File: src/design/pse_pkg.sv
package pse_pkg;

    localparam int DIM_W = 13;
    localparam logic [DIM_W-1:0] MAX_DIM = 13'd4096;
    localparam logic [31:0] CRC_POLY = 32'hedb88320;
    localparam logic [31:0] CRC_ONES = 32'hffffffff;
    localparam logic [16:0] ADLER_MOD = 17'd65521;
    localparam logic [15:0] BLOCK_MAX = 16'hffff;
    localparam int FIFO_DEPTH = 4;
    localparam int FIFO_AW = $clog2(FIFO_DEPTH);

    typedef enum logic [1:0] {
        JOB_START,
        JOB_PIXEL,
        JOB_ERROR
    } job_kind_t;

    typedef struct packed {
        job_kind_t        kind;
        logic [23:0]      pixel;
        logic             row_start;
        logic             finish;
        logic [DIM_W-1:0] width;
        logic [DIM_W-1:0] height;
    } job_t;

    // handshake between the front and the job queue
    typedef struct packed {
        logic push;
        job_t job;
    } job_push_t;

    typedef enum logic [2:0] {
        BK_IDLE,
        BK_START,
        BK_RAW,
        BK_FIN,
        BK_ERR
    } back_state_t;

    // one byte through the reflected CRC-32
    function automatic logic [31:0] crc_byte(input logic [31:0] crc, input logic [7:0] b);
        logic [31:0] c;
        c = crc ^ {24'h0, b};
        for (int k = 0; k < 8; k++) begin
            c = c[0] ? (CRC_POLY ^ (c >> 1)) : (c >> 1);
        end
        return c;
    endfunction

endpackage

File: src/design/png_stored_encoder.sv
// An accepted item passes through the job queue and the back-end sequencer, and its bytes
// leave through the byte-wide output register, one per cycle while m_tready allows; a pixel
// yields 3 or 4 bytes (5 more at a block boundary, 20 more to close), a start item 43.
// A four-entry job queue lets input items be taken while earlier bytes still drain.
// Reset: synchronous, active low; clears the queue, sequencer and checksums, no image
// open, and both dimension registers return to 1.
module png_stored_encoder (
    input  logic        aclk,
    input  logic        aresetn,
    input  logic        cfg_we,
    input  logic        cfg_index,
    input  logic [12:0] cfg_wdata,
    input  logic        s_tvalid,
    output logic        s_tready,
    input  logic [23:0] s_tdata,   // [23:0] pixel_color
    input  logic        s_tuser,   // [0] command
    output logic        m_tvalid,
    input  logic        m_tready,
    output logic [7:0]  m_tdata,   // [7:0] data_byte
    output logic        m_tlast,   // last_of_run
    output logic [1:0]  m_tuser    // [0] image_done, [1] error
);

    pse_pkg::job_push_t push;
    pse_pkg::job_t      job;
    logic queue_full, job_valid, pop;

    pse_front u_front (
        .aclk       (aclk),
        .aresetn    (aresetn),
        .cfg_we     (cfg_we),
        .cfg_index  (cfg_index),
        .cfg_wdata  (cfg_wdata),
        .s_tvalid   (s_tvalid),
        .s_tready   (s_tready),
        .pixel      (s_tdata),
        .command    (s_tuser),
        .queue_full (queue_full),
        .push_out   (push)
    );

    pse_fifo u_fifo (
        .aclk      (aclk),
        .aresetn   (aresetn),
        .push_in   (push),
        .full      (queue_full),
        .pop       (pop),
        .job_valid (job_valid),
        .job_out   (job)
    );

    pse_back u_back (
        .aclk        (aclk),
        .aresetn     (aresetn),
        .job_valid   (job_valid),
        .job_in      (job),
        .pop         (pop),
        .m_tvalid    (m_tvalid),
        .m_tready    (m_tready),
        .data_byte   (m_tdata),
        .last_of_run (m_tlast),
        .image_done  (m_tuser[0]),
        .error       (m_tuser[1])
    );

    // an error item is a lone zero byte
    a_err_item: assert property (@(posedge aclk) disable iff (!aresetn)
        m_tvalid && m_tuser[1] |-> m_tlast && (m_tdata == 8'h00) && !m_tuser[0])
        else $error("error item malformed");

    // the end of the file also ends the item
    a_done_last: assert property (@(posedge aclk) disable iff (!aresetn)
        m_tvalid && m_tuser[0] |-> m_tlast)
        else $error("image_done without last");

    // a pop only happens with a job waiting
    a_pop_valid: assert property (@(posedge aclk) disable iff (!aresetn)
        pop |-> job_valid)
        else $error("pop from empty queue");

endmodule

File: src/design/pse_front.sv
module pse_front (
    input  logic                    aclk,
    input  logic                    aresetn,
    input  logic                    cfg_we,
    input  logic                    cfg_index,
    input  logic [12:0]             cfg_wdata,
    input  logic                    s_tvalid,
    output logic                    s_tready,
    input  logic [23:0]             pixel,
    input  logic                    command,
    input  logic                    queue_full,
    output pse_pkg::job_push_t      push_out
);

    logic [12:0] cfg_w_reg, cfg_h_reg;
    logic [12:0] cur_w_reg, cur_w_next;
    logic [12:0] cur_h_reg, cur_h_next;
    logic [12:0] col_reg, col_next;
    logic [12:0] row_reg, row_next;
    logic        open_reg, open_next;
    logic [12:0] w_clamp, h_clamp, col_inc, row_inc;
    logic        accept, wrap, last_pixel;

    function automatic logic [12:0] clamp_dim(input logic [12:0] v);
        if (v == 13'd0) return 13'd1;
        if (v > pse_pkg::MAX_DIM) return pse_pkg::MAX_DIM;
        return v;
    endfunction

    assign s_tready = !queue_full;
    assign accept   = s_tvalid && s_tready;
    assign w_clamp  = clamp_dim(cfg_w_reg);
    assign h_clamp  = clamp_dim(cfg_h_reg);
    assign col_inc  = col_reg + 13'd1;
    assign row_inc  = row_reg + 13'd1;
    assign wrap     = col_inc >= cur_w_reg;
    assign last_pixel = wrap && (row_inc >= cur_h_reg);

    // hold the dimension registers
    always_ff @(posedge aclk) begin
        if (!aresetn) begin
            cfg_w_reg <= 13'd1;
            cfg_h_reg <= 13'd1;
        end else if (cfg_we) begin
            if (cfg_index) cfg_h_reg <= cfg_wdata;
            else cfg_w_reg <= cfg_wdata;
        end
    end

    // classify the item and track the image position
    always_comb begin
        cur_w_next = cur_w_reg;
        cur_h_next = cur_h_reg;
        col_next   = col_reg;
        row_next   = row_reg;
        open_next  = open_reg;
        push_out.push          = accept;
        push_out.job.kind      = pse_pkg::JOB_ERROR;
        push_out.job.pixel     = pixel;
        push_out.job.row_start = (col_reg == 13'd0);
        push_out.job.finish    = last_pixel;
        push_out.job.width     = w_clamp;
        push_out.job.height    = h_clamp;
        if (accept) begin
            if (!command) begin
                push_out.job.kind = pse_pkg::JOB_START;
                cur_w_next = w_clamp;
                cur_h_next = h_clamp;
                col_next   = 13'd0;
                row_next   = 13'd0;
                open_next  = 1'b1;
            end else if (open_reg) begin
                push_out.job.kind = pse_pkg::JOB_PIXEL;
                if (wrap) begin
                    col_next = 13'd0;
                    row_next = row_inc;
                    if (last_pixel) open_next = 1'b0;
                end else begin
                    col_next = col_inc;
                end
            end
        end
    end

    always_ff @(posedge aclk) begin
        if (!aresetn) begin
            cur_w_reg <= 13'd1;
            cur_h_reg <= 13'd1;
            col_reg   <= 13'd0;
            row_reg   <= 13'd0;
            open_reg  <= 1'b0;
        end else begin
            cur_w_reg <= cur_w_next;
            cur_h_reg <= cur_h_next;
            col_reg   <= col_next;
            row_reg   <= row_next;
            open_reg  <= open_next;
        end
    end

endmodule

File: src/design/pse_fifo.sv
module pse_fifo (
    input  logic                  aclk,
    input  logic                  aresetn,
    input  pse_pkg::job_push_t    push_in,
    output logic                  full,
    input  logic                  pop,
    output logic                  job_valid,
    output pse_pkg::job_t         job_out
);

    pse_pkg::job_t mem [pse_pkg::FIFO_DEPTH];
    logic [pse_pkg::FIFO_AW-1:0] wr_ptr_reg, rd_ptr_reg;
    logic [pse_pkg::FIFO_AW:0]   count_reg;
    logic do_push, do_pop;

    assign full      = (count_reg == (pse_pkg::FIFO_AW+1)'(pse_pkg::FIFO_DEPTH));
    assign job_valid = (count_reg != '0);
    assign job_out   = mem[rd_ptr_reg];
    assign do_push   = push_in.push && !full;
    assign do_pop    = pop && job_valid;

    // store the item
    always_ff @(posedge aclk) begin
        if (do_push) mem[wr_ptr_reg] <= push_in.job;
    end

    // advance pointers and count
    always_ff @(posedge aclk) begin
        if (!aresetn) begin
            wr_ptr_reg <= '0;
            rd_ptr_reg <= '0;
            count_reg  <= '0;
        end else begin
            if (do_push) wr_ptr_reg <= wr_ptr_reg + 1'b1;
            if (do_pop) rd_ptr_reg <= rd_ptr_reg + 1'b1;
            if (do_push && !do_pop) count_reg <= count_reg + 1'b1;
            else if (!do_push && do_pop) count_reg <= count_reg - 1'b1;
        end
    end

endmodule

File: src/design/pse_back.sv
module pse_back (
    input  logic           aclk,
    input  logic           aresetn,
    input  logic           job_valid,
    input  pse_pkg::job_t  job_in,
    output logic           pop,
    output logic           m_tvalid,
    input  logic           m_tready,
    output logic [7:0]     data_byte,
    output logic           last_of_run,
    output logic           image_done,
    output logic           error
);

    pse_pkg::back_state_t state_reg, state_next;
    pse_pkg::job_t job_reg;
    logic [5:0]  step_reg, step_next;
    logic [1:0]  slot_reg, slot_next;
    logic [2:0]  hdr_reg, hdr_next;
    logic [31:0] crc_reg;
    logic [15:0] alo_reg, ahi_reg;
    logic [25:0] raw_reg;
    logic [10:0] blocks_reg;
    logic [26:0] idat_reg;
    logic [25:0] raw_left_reg;
    logic [15:0] block_left_reg;

    logic        out_valid_reg;
    logic [7:0]  out_byte_reg;
    logic        out_last_reg, out_done_reg, out_err_reg;

    logic [7:0]  byte_val;
    logic        emit, load, feed, crc_rst, is_last, done_flag, err_flag;
    logic        in_header, raw_data;
    logic [31:0] crc_in, crc_inv, idat_word, adler_word, w_word, h_word;
    logic [15:0] blk_n;
    logic [13:0] row_bytes;
    logic [26:0] product, ceil_x;
    logic [10:0] q0;
    logic [16:0] rem, lo_sum, hi_sum;
    logic [15:0] lo_new, hi_new;

    function automatic logic [7:0] be_byte(input logic [31:0] w, input logic [1:0] i);
        return w[8*(3-i) +: 8];
    endfunction

    assign crc_inv    = crc_reg ^ pse_pkg::CRC_ONES;
    assign idat_word  = {5'b0, idat_reg};
    assign adler_word = {ahi_reg, alo_reg};
    assign w_word     = {19'b0, job_reg.width};
    assign h_word     = {19'b0, job_reg.height};
    assign in_header  = (block_left_reg == 16'd0);
    assign blk_n      = (raw_left_reg[25:16] == 10'd0) ? raw_left_reg[15:0] : pse_pkg::BLOCK_MAX;

    // image size arithmetic, one piece per start byte
    assign row_bytes = {1'b0, job_reg.width} + {job_reg.width, 1'b0} + 14'd1;
    assign product   = {14'b0, job_reg.height} * {13'b0, row_bytes};
    assign ceil_x    = {1'b0, raw_reg} + 27'd65534;
    assign q0        = ceil_x[26:16];
    assign rem       = {1'b0, ceil_x[15:0]} + {6'b0, q0};

    // Adler-32 with one conditional subtract per half
    assign lo_sum = {1'b0, alo_reg} + {9'b0, byte_val};
    assign lo_new = (lo_sum >= pse_pkg::ADLER_MOD) ? 16'(lo_sum - pse_pkg::ADLER_MOD)
                                                   : lo_sum[15:0];
    assign hi_sum = {1'b0, ahi_reg} + {1'b0, lo_new};
    assign hi_new = (hi_sum >= pse_pkg::ADLER_MOD) ? 16'(hi_sum - pse_pkg::ADLER_MOD)
                                                   : hi_sum[15:0];

    // select the byte of the current step
    always_comb begin
        byte_val = 8'h00;
        feed     = 1'b0;
        crc_rst  = 1'b0;
        is_last  = 1'b0;
        done_flag = 1'b0;
        err_flag = 1'b0;
        raw_data = 1'b0;
        emit     = 1'b1;
        unique case (state_reg)
            pse_pkg::BK_IDLE: emit = 1'b0;
            pse_pkg::BK_START: begin
                case (step_reg) inside
                    6'd0: byte_val = 8'h89;
                    6'd1: byte_val = 8'h50;
                    6'd2: byte_val = 8'h4e;
                    6'd3: byte_val = 8'h47;
                    6'd4: byte_val = 8'h0d;
                    6'd5: byte_val = 8'h0a;
                    6'd6: byte_val = 8'h1a;
                    6'd7: byte_val = 8'h0a;
                    6'd11: byte_val = 8'd13;
                    6'd12: begin byte_val = 8'h49; crc_rst = 1'b1; end
                    6'd13: byte_val = 8'h48;
                    6'd14: byte_val = 8'h44;
                    6'd15: byte_val = 8'h52;
                    [6'd16:6'd19]: byte_val = be_byte(w_word, step_reg[1:0]);
                    [6'd20:6'd23]: byte_val = be_byte(h_word, step_reg[1:0]);
                    6'd24: byte_val = 8'd8;
                    6'd25: byte_val = 8'd2;
                    [6'd29:6'd32]: byte_val = be_byte(crc_inv, 2'(step_reg - 6'd29));
                    [6'd33:6'd36]: byte_val = be_byte(idat_word, 2'(step_reg - 6'd33));
                    6'd37: begin byte_val = 8'h49; crc_rst = 1'b1; end
                    6'd38: byte_val = 8'h44;
                    6'd39: byte_val = 8'h41;
                    6'd40: byte_val = 8'h54;
                    6'd41: byte_val = 8'h78;
                    6'd42: begin byte_val = 8'h01; is_last = 1'b1; end
                    default: byte_val = 8'h00;
                endcase
                feed = (step_reg >= 6'd12 && step_reg <= 6'd28) || (step_reg >= 6'd37);
            end
            pse_pkg::BK_RAW: begin
                feed = 1'b1;
                if (in_header) begin
                    case (hdr_reg)
                        3'd0: byte_val = {7'b0, raw_left_reg[25:16] == 10'd0};
                        3'd1: byte_val = blk_n[7:0];
                        3'd2: byte_val = blk_n[15:8];
                        3'd3: byte_val = ~blk_n[7:0];
                        default: byte_val = ~blk_n[15:8];
                    endcase
                end else begin
                    raw_data = 1'b1;
                    case (slot_reg)
                        2'd0: byte_val = 8'h00;
                        2'd1: byte_val = job_reg.pixel[23:16];
                        2'd2: byte_val = job_reg.pixel[15:8];
                        default: byte_val = job_reg.pixel[7:0];
                    endcase
                    is_last = (slot_reg == 2'd3) && !job_reg.finish;
                end
            end
            pse_pkg::BK_FIN: begin
                case (step_reg) inside
                    [6'd0:6'd3]: begin
                        byte_val = be_byte(adler_word, step_reg[1:0]);
                        feed = 1'b1;
                    end
                    [6'd4:6'd7]: byte_val = be_byte(crc_inv, step_reg[1:0]);
                    6'd12: begin byte_val = 8'h49; crc_rst = 1'b1; feed = 1'b1; end
                    6'd13: begin byte_val = 8'h45; feed = 1'b1; end
                    6'd14: begin byte_val = 8'h4e; feed = 1'b1; end
                    6'd15: begin byte_val = 8'h44; feed = 1'b1; end
                    [6'd16:6'd19]: byte_val = be_byte(crc_inv, step_reg[1:0]);
                    default: byte_val = 8'h00;
                endcase
                is_last   = (step_reg == 6'd19);
                done_flag = is_last;
            end
            pse_pkg::BK_ERR: begin
                is_last  = 1'b1;
                err_flag = 1'b1;
            end
            default: emit = 1'b0;
        endcase
    end

    assign load   = emit && (!out_valid_reg || m_tready);
    assign pop    = job_valid && ((state_reg == pse_pkg::BK_IDLE) || (load && is_last));
    assign crc_in = crc_rst ? pse_pkg::CRC_ONES : crc_reg;

    // sequence through the bytes of the job
    always_comb begin
        state_next = state_reg;
        step_next  = step_reg;
        slot_next  = slot_reg;
        hdr_next   = hdr_reg;
        if (load) begin
            unique case (state_reg)
                pse_pkg::BK_START: step_next = step_reg + 6'd1;
                pse_pkg::BK_RAW: begin
                    if (in_header) begin
                        hdr_next = (hdr_reg == 3'd4) ? 3'd0 : hdr_reg + 3'd1;
                    end else if (slot_reg == 2'd3) begin
                        if (job_reg.finish) begin
                            state_next = pse_pkg::BK_FIN;
                            step_next  = 6'd0;
                        end
                    end else begin
                        slot_next = slot_reg + 2'd1;
                    end
                end
                pse_pkg::BK_FIN: step_next = step_reg + 6'd1;
                default: ;
            endcase
            if (is_last) state_next = pse_pkg::BK_IDLE;
        end
        if (pop) begin
            step_next = 6'd0;
            hdr_next  = 3'd0;
            slot_next = job_in.row_start ? 2'd0 : 2'd1;
            unique case (job_in.kind)
                pse_pkg::JOB_START: state_next = pse_pkg::BK_START;
                pse_pkg::JOB_PIXEL: state_next = pse_pkg::BK_RAW;
                default:            state_next = pse_pkg::BK_ERR;
            endcase
        end
    end

    always_ff @(posedge aclk) begin
        if (!aresetn) begin
            state_reg <= pse_pkg::BK_IDLE;
            step_reg  <= 6'd0;
            slot_reg  <= 2'd0;
            hdr_reg   <= 3'd0;
        end else begin
            state_reg <= state_next;
            step_reg  <= step_next;
            slot_reg  <= slot_next;
            hdr_reg   <= hdr_next;
        end
    end

    always_ff @(posedge aclk) begin
        if (pop) job_reg <= job_in;
    end

    // checksums, block counters and size terms
    always_ff @(posedge aclk) begin
        if (!aresetn) begin
            crc_reg        <= pse_pkg::CRC_ONES;
            alo_reg        <= 16'd1;
            ahi_reg        <= 16'd0;
            raw_left_reg   <= 26'd0;
            block_left_reg <= 16'd0;
        end else if (load) begin
            if (feed) crc_reg <= pse_pkg::crc_byte(crc_in, byte_val);
            if (state_reg == pse_pkg::BK_START) begin
                if (step_reg == 6'd0) begin
                    alo_reg        <= 16'd1;
                    ahi_reg        <= 16'd0;
                    block_left_reg <= 16'd0;
                end
                if (step_reg == 6'd2) raw_left_reg <= raw_reg;
            end
            if (state_reg == pse_pkg::BK_RAW && in_header && hdr_reg == 3'd4) begin
                block_left_reg <= blk_n;
            end
            if (raw_data) begin
                alo_reg <= lo_new;
                ahi_reg <= hi_new;
                if (block_left_reg != 16'd0) block_left_reg <= block_left_reg - 16'd1;
                if (raw_left_reg != 26'd0) raw_left_reg <= raw_left_reg - 26'd1;
            end
        end
    end

    always_ff @(posedge aclk) begin
        if (load && state_reg == pse_pkg::BK_START) begin
            if (step_reg == 6'd0) raw_reg <= product[25:0];
            if (step_reg == 6'd1) blocks_reg <= q0 + {10'b0, rem >= 17'd65535};
            if (step_reg == 6'd2) begin
                idat_reg <= {1'b0, raw_reg} + {14'b0, blocks_reg, 2'b0}
                            + {16'b0, blocks_reg} + 27'd6;
            end
        end
    end

    // output register
    always_ff @(posedge aclk) begin
        if (!aresetn) begin
            out_valid_reg <= 1'b0;
        end else if (load) begin
            out_valid_reg <= 1'b1;
        end else if (m_tready) begin
            out_valid_reg <= 1'b0;
        end
    end

    always_ff @(posedge aclk) begin
        if (load) begin
            out_byte_reg <= byte_val;
            out_last_reg <= is_last;
            out_done_reg <= done_flag;
            out_err_reg  <= err_flag;
        end
    end

    assign m_tvalid    = out_valid_reg;
    assign data_byte   = out_byte_reg;
    assign last_of_run = out_last_reg;
    assign image_done  = out_done_reg;
    assign error       = out_err_reg;

endmodule

File: config.mk
export PLATFORM = sky130hd
export DESIGN_NAME = png_stored_encoder
export DESIGN_NICKNAME = d
export VERILOG_FILES = /design/src/design/pse_pkg.sv /design/src/design/png_stored_encoder.sv /design/src/design/pse_front.sv /design/src/design/pse_fifo.sv /design/src/design/pse_back.sv
export SDC_FILE = /design/constraint.sdc
export NUM_CORES = 2
export LEC_CHECK = 0
export ABC_AREA = 1
export BUFFER_PORTS_ARGS = -buffer_cell sky130_fd_sc_hd__buf_2
export CAP_MARGIN = 20
export CORE_MARGIN = 2
export CORE_UTILIZATION = 55
export DETAILED_ROUTE_END_ITERATION = 12
export PLACE_DENSITY = 0.71
export SLEW_MARGIN = 20
export SYNTH_ARGS = -nofsm -noshare
export SYNTH_HDL_FRONTEND = slang
export SYNTH_SLANG_ARGS = --single-unit
File: constraint.sdc
create_clock -name aclk -period 8.7 [get_ports aclk]
set_input_delay 1.305 -clock aclk [delete_from_list [all_inputs] [get_ports aclk]]
set_output_delay 1.305 -clock aclk [all_outputs]
set_load 0.01 [all_outputs]
==> impl_metrics.ini <==
[status]
status = completed

[worst_setup_path]
critPathMaxStageDelay_ns = 0.92
cp_slowest_cell = edfxtp_1
end_kind = flip-flop
path_class = flip-flop to flip-flop
r2r-start = u_back.job_reg[13]
cp_max_fo = 18
cpMostUsedCell = nand2_1
startpoint_type = flip-flop
required_ns = 9.07
cp.arrival_ns = 8.40
crit_path_start = u_back.job_reg[13]

[clocking]
cts.clk_slew.worst_paths_ns = 0.06
cts_root_buf = clkbuf_16
htree_levels = 2
hold_buffers = 0
cts_setup_buffers = 0
cts_buffers = 59
clock_path_buffers = 3
cts_tree = built
clock-sinks = 551
clkLatencyLatePin_ns = 0.67

[die]
die_x_um = 265
die_height_um = 265
initial_core_util = 0.556
die_area_um2 = 70100
coreArea_um2 = 67300
io-pin-count = 57
num_rows = 95

[timing]
tightest_slew_ns = 1.04
grt_setup_unrepaired = false
setup_viol = 0
hold_viol_final = 0
finClkSkew_ns = 0.0436
fin_crit_sh = 0.923
finalCriticalPeriod_ns = 8.03
max_freq_ghz = 0.125
setup_tns_ns = 0
slew_headroom = 0.304
slew_viol_final = 0

[global_routing]
grtUsageMet3 = 0.0374
grt_util_met1 = 0.405
gr-usage-met2 = 0.488
antenna_found_initial = 1
grt.busiest_layer = met2
grt_max_degree = 78
grt_pass1_wl_mm = 164
grt_pass1_vias = 29900
grt_use_total = 0.296
grt-ovfl-total = 0

[finish]
n_fill_cell = 6029
nets = 5002
diodes = 0
largest_register_ffs = 216
final_common_cell = nand2_1
areaGrowthSynthToFinish_pct = 8.13
final_cell_mix = nand2_1, inv_1, nor2_1
drive_gt1_frac = 0.0717

[logic_synthesis]
synth_cell_types = 65
synth-edff-count = 342
syn_inst = 4617
synthArstFlopShare = 0
synth.avg_cell_area_um2 = 8.10
ys_warn_count = 0
synth_nets = 5011
ys_seq_area_frac = 0.386
ys.flop_type = edfxtp_1
ys_seq_elements = 551
synth_area_um2 = 37400

[routing]
drt-initial-drc-count = 2912
drc = 0
drtAntennaViolNets = 0
wl_mm = 104
num_vias = 31600
vias_per_cell = 5.71
first_pass_iters = 6
post_drt_wl_per_cell_um = 18.9

[worst_hold_path]
holdCritStartpoint = u_front.cur_w_reg[4]
min_path_type = flip-flop to flip-flop

[place]
hpwl_mm = 76.0
routabilityCongestion = 0.989
io_buffers = 56

[job]
maxCapViolations = 0
-- worst paths after layout --
kind / slack (ns) / cells after the start / to
worst max-delay path: 0.67 / 36 / u_back.raw_reg[22]
worst max register to register: 0.67 / 36 / u_back.raw_reg[22]
worst min-delay path: 0.47 / 2 / u_front.cur_w_reg[4]
worst min register to register: 0.47 / 2 / u_front.cur_w_reg[4]
-- per-stage QoR --
| stage | setup WS [ns] | instance area (um^2) | hold slack [ns] | utilization | std cells |
|---|---|---|---|---|---|
| after global placement | 0.732 | 38400 | 0.453 | 0.571 | 5420 |
| after CTS | 0.660 | 40400 | 0.469 | 0.601 | 5530 |
| after detailed placement | 0.698 | 38400 | 0.460 | 0.571 | 5420 |
| final | 0.671 | 40500 | 0.469 | 0.601 | 5530 |
| after global routing | 0.0536 | 40500 | 0.481 | 0.601 | 5530 |
| after floorplan | 1.79 | 37400 | 0.435 | - | 4617 |
-- final cells by class --
class,count,area (um^2),area share
multi-input combinational,3274,19900,0.493
sequential,551,14500,0.357
inverter,623,2340,0.0580
clock buffer,72,1540,0.0379
tap,873,1090,0.0270
timing repair buffer,99,607,0.0150
clock inverter,38,485,0.0120
-- what timing repair did --
action | 4_1_cts | 5_1_grt
endpoints found under the hold margin | 0 | 0
resized for setup | 0 | 2
setup endpoints to repair | 0 | 16
-- worst max-delay path, delay by kind of cell, from the launching register on --
family | cells | cell delay [ns]
adders and majority gates | 7 | 3.17
xor gates and xnor gates | 1 | 0.08
DFF | 1 | 0.92
and+or+nand+nor | 15 | 1.28
buffers and inverters | 3 | 0.38
AOI/OAI and AO/OA | 10 | 1.92
-- cell families (layout without fill, tap and decap cells) --
family,count (synthesis),in the layout,share of synthesized area
buffers and inverters,792,832,0.0827
AND/OR/NAND/NOR,1868,1868,0.212
AO/OA/AOI/OAI,888,888,0.133
adder cells (fa/ha/maj),350,350,0.146
multiplexers,2,2,0.000535
XOR/XNOR,166,166,0.0391
flip-flops,551,551,0.386
-- layer usage --
metal / vias up / part of all wire
li1: 15300 / -
met1: 15000 / 0.43
met2: 1134 / 0.47
met3: 198 / 0.070
met4: 2 / 0.032
met5: - / 0.000077
-- Yosys cell counts (3+ instances only) --
cell | count | share of area
a211oi_1 | 29 | 0.0058
a21boi_0 | 3 | 0.00060
a21o_1 | 6 | 0.0012
a21oi_1 | 303 | 0.041
a21oi_2 | 4 | 0.00094
a221oi_1 | 4 | 0.00094
a31oi_1 | 20 | 0.0033
buf_2 | 20 | 0.0027
buf_4 | 12 | 0.0024
buf_6 | 6 | 0.0018
clkbuf_1 | 129 | 0.013
clkinv_1 | 9 | 0.00090
dfxtp_1 | 209 | 0.11
edfxtp_1 | 342 | 0.27
fa_1 | 146 | 0.078
ha_1 | 204 | 0.068
inv_1 | 576 | 0.058
inv_2 | 36 | 0.0036
nand2_1 | 897 | 0.090
nand2_2 | 35 | 0.0059
nand2_4 | 8 | 0.0024
nand3_1 | 223 | 0.030
nand3_2 | 6 | 0.0016
nand3b_1 | 6 | 0.0012
nand4_1 | 43 | 0.0072
nor2_1 | 533 | 0.053
nor2_2 | 10 | 0.0017
nor2_4 | 10 | 0.0030
nor3_1 | 53 | 0.0071
nor3_2 | 6 | 0.0016
nor3b_1 | 5 | 0.0010
nor4_1 | 17 | 0.0028
o2111ai_1 | 3 | 0.00070
o211ai_1 | 49 | 0.0098
o21a_1 | 4 | 0.00080
o21ai_0 | 337 | 0.045
o21ai_1 | 14 | 0.0019
o21bai_1 | 5 | 0.0010
o221ai_1 | 13 | 0.0030
o22ai_1 | 67 | 0.011
o31ai_1 | 4 | 0.00080
o32ai_1 | 9 | 0.0021
or2_2 | 12 | 0.0020
xnor2_1 | 25 | 0.0059
xor2_1 | 140 | 0.033
Power is left out: the tool's default activity adds up to more than one toggle a clock period on the data nets, which glitch-free logic cannot reach.
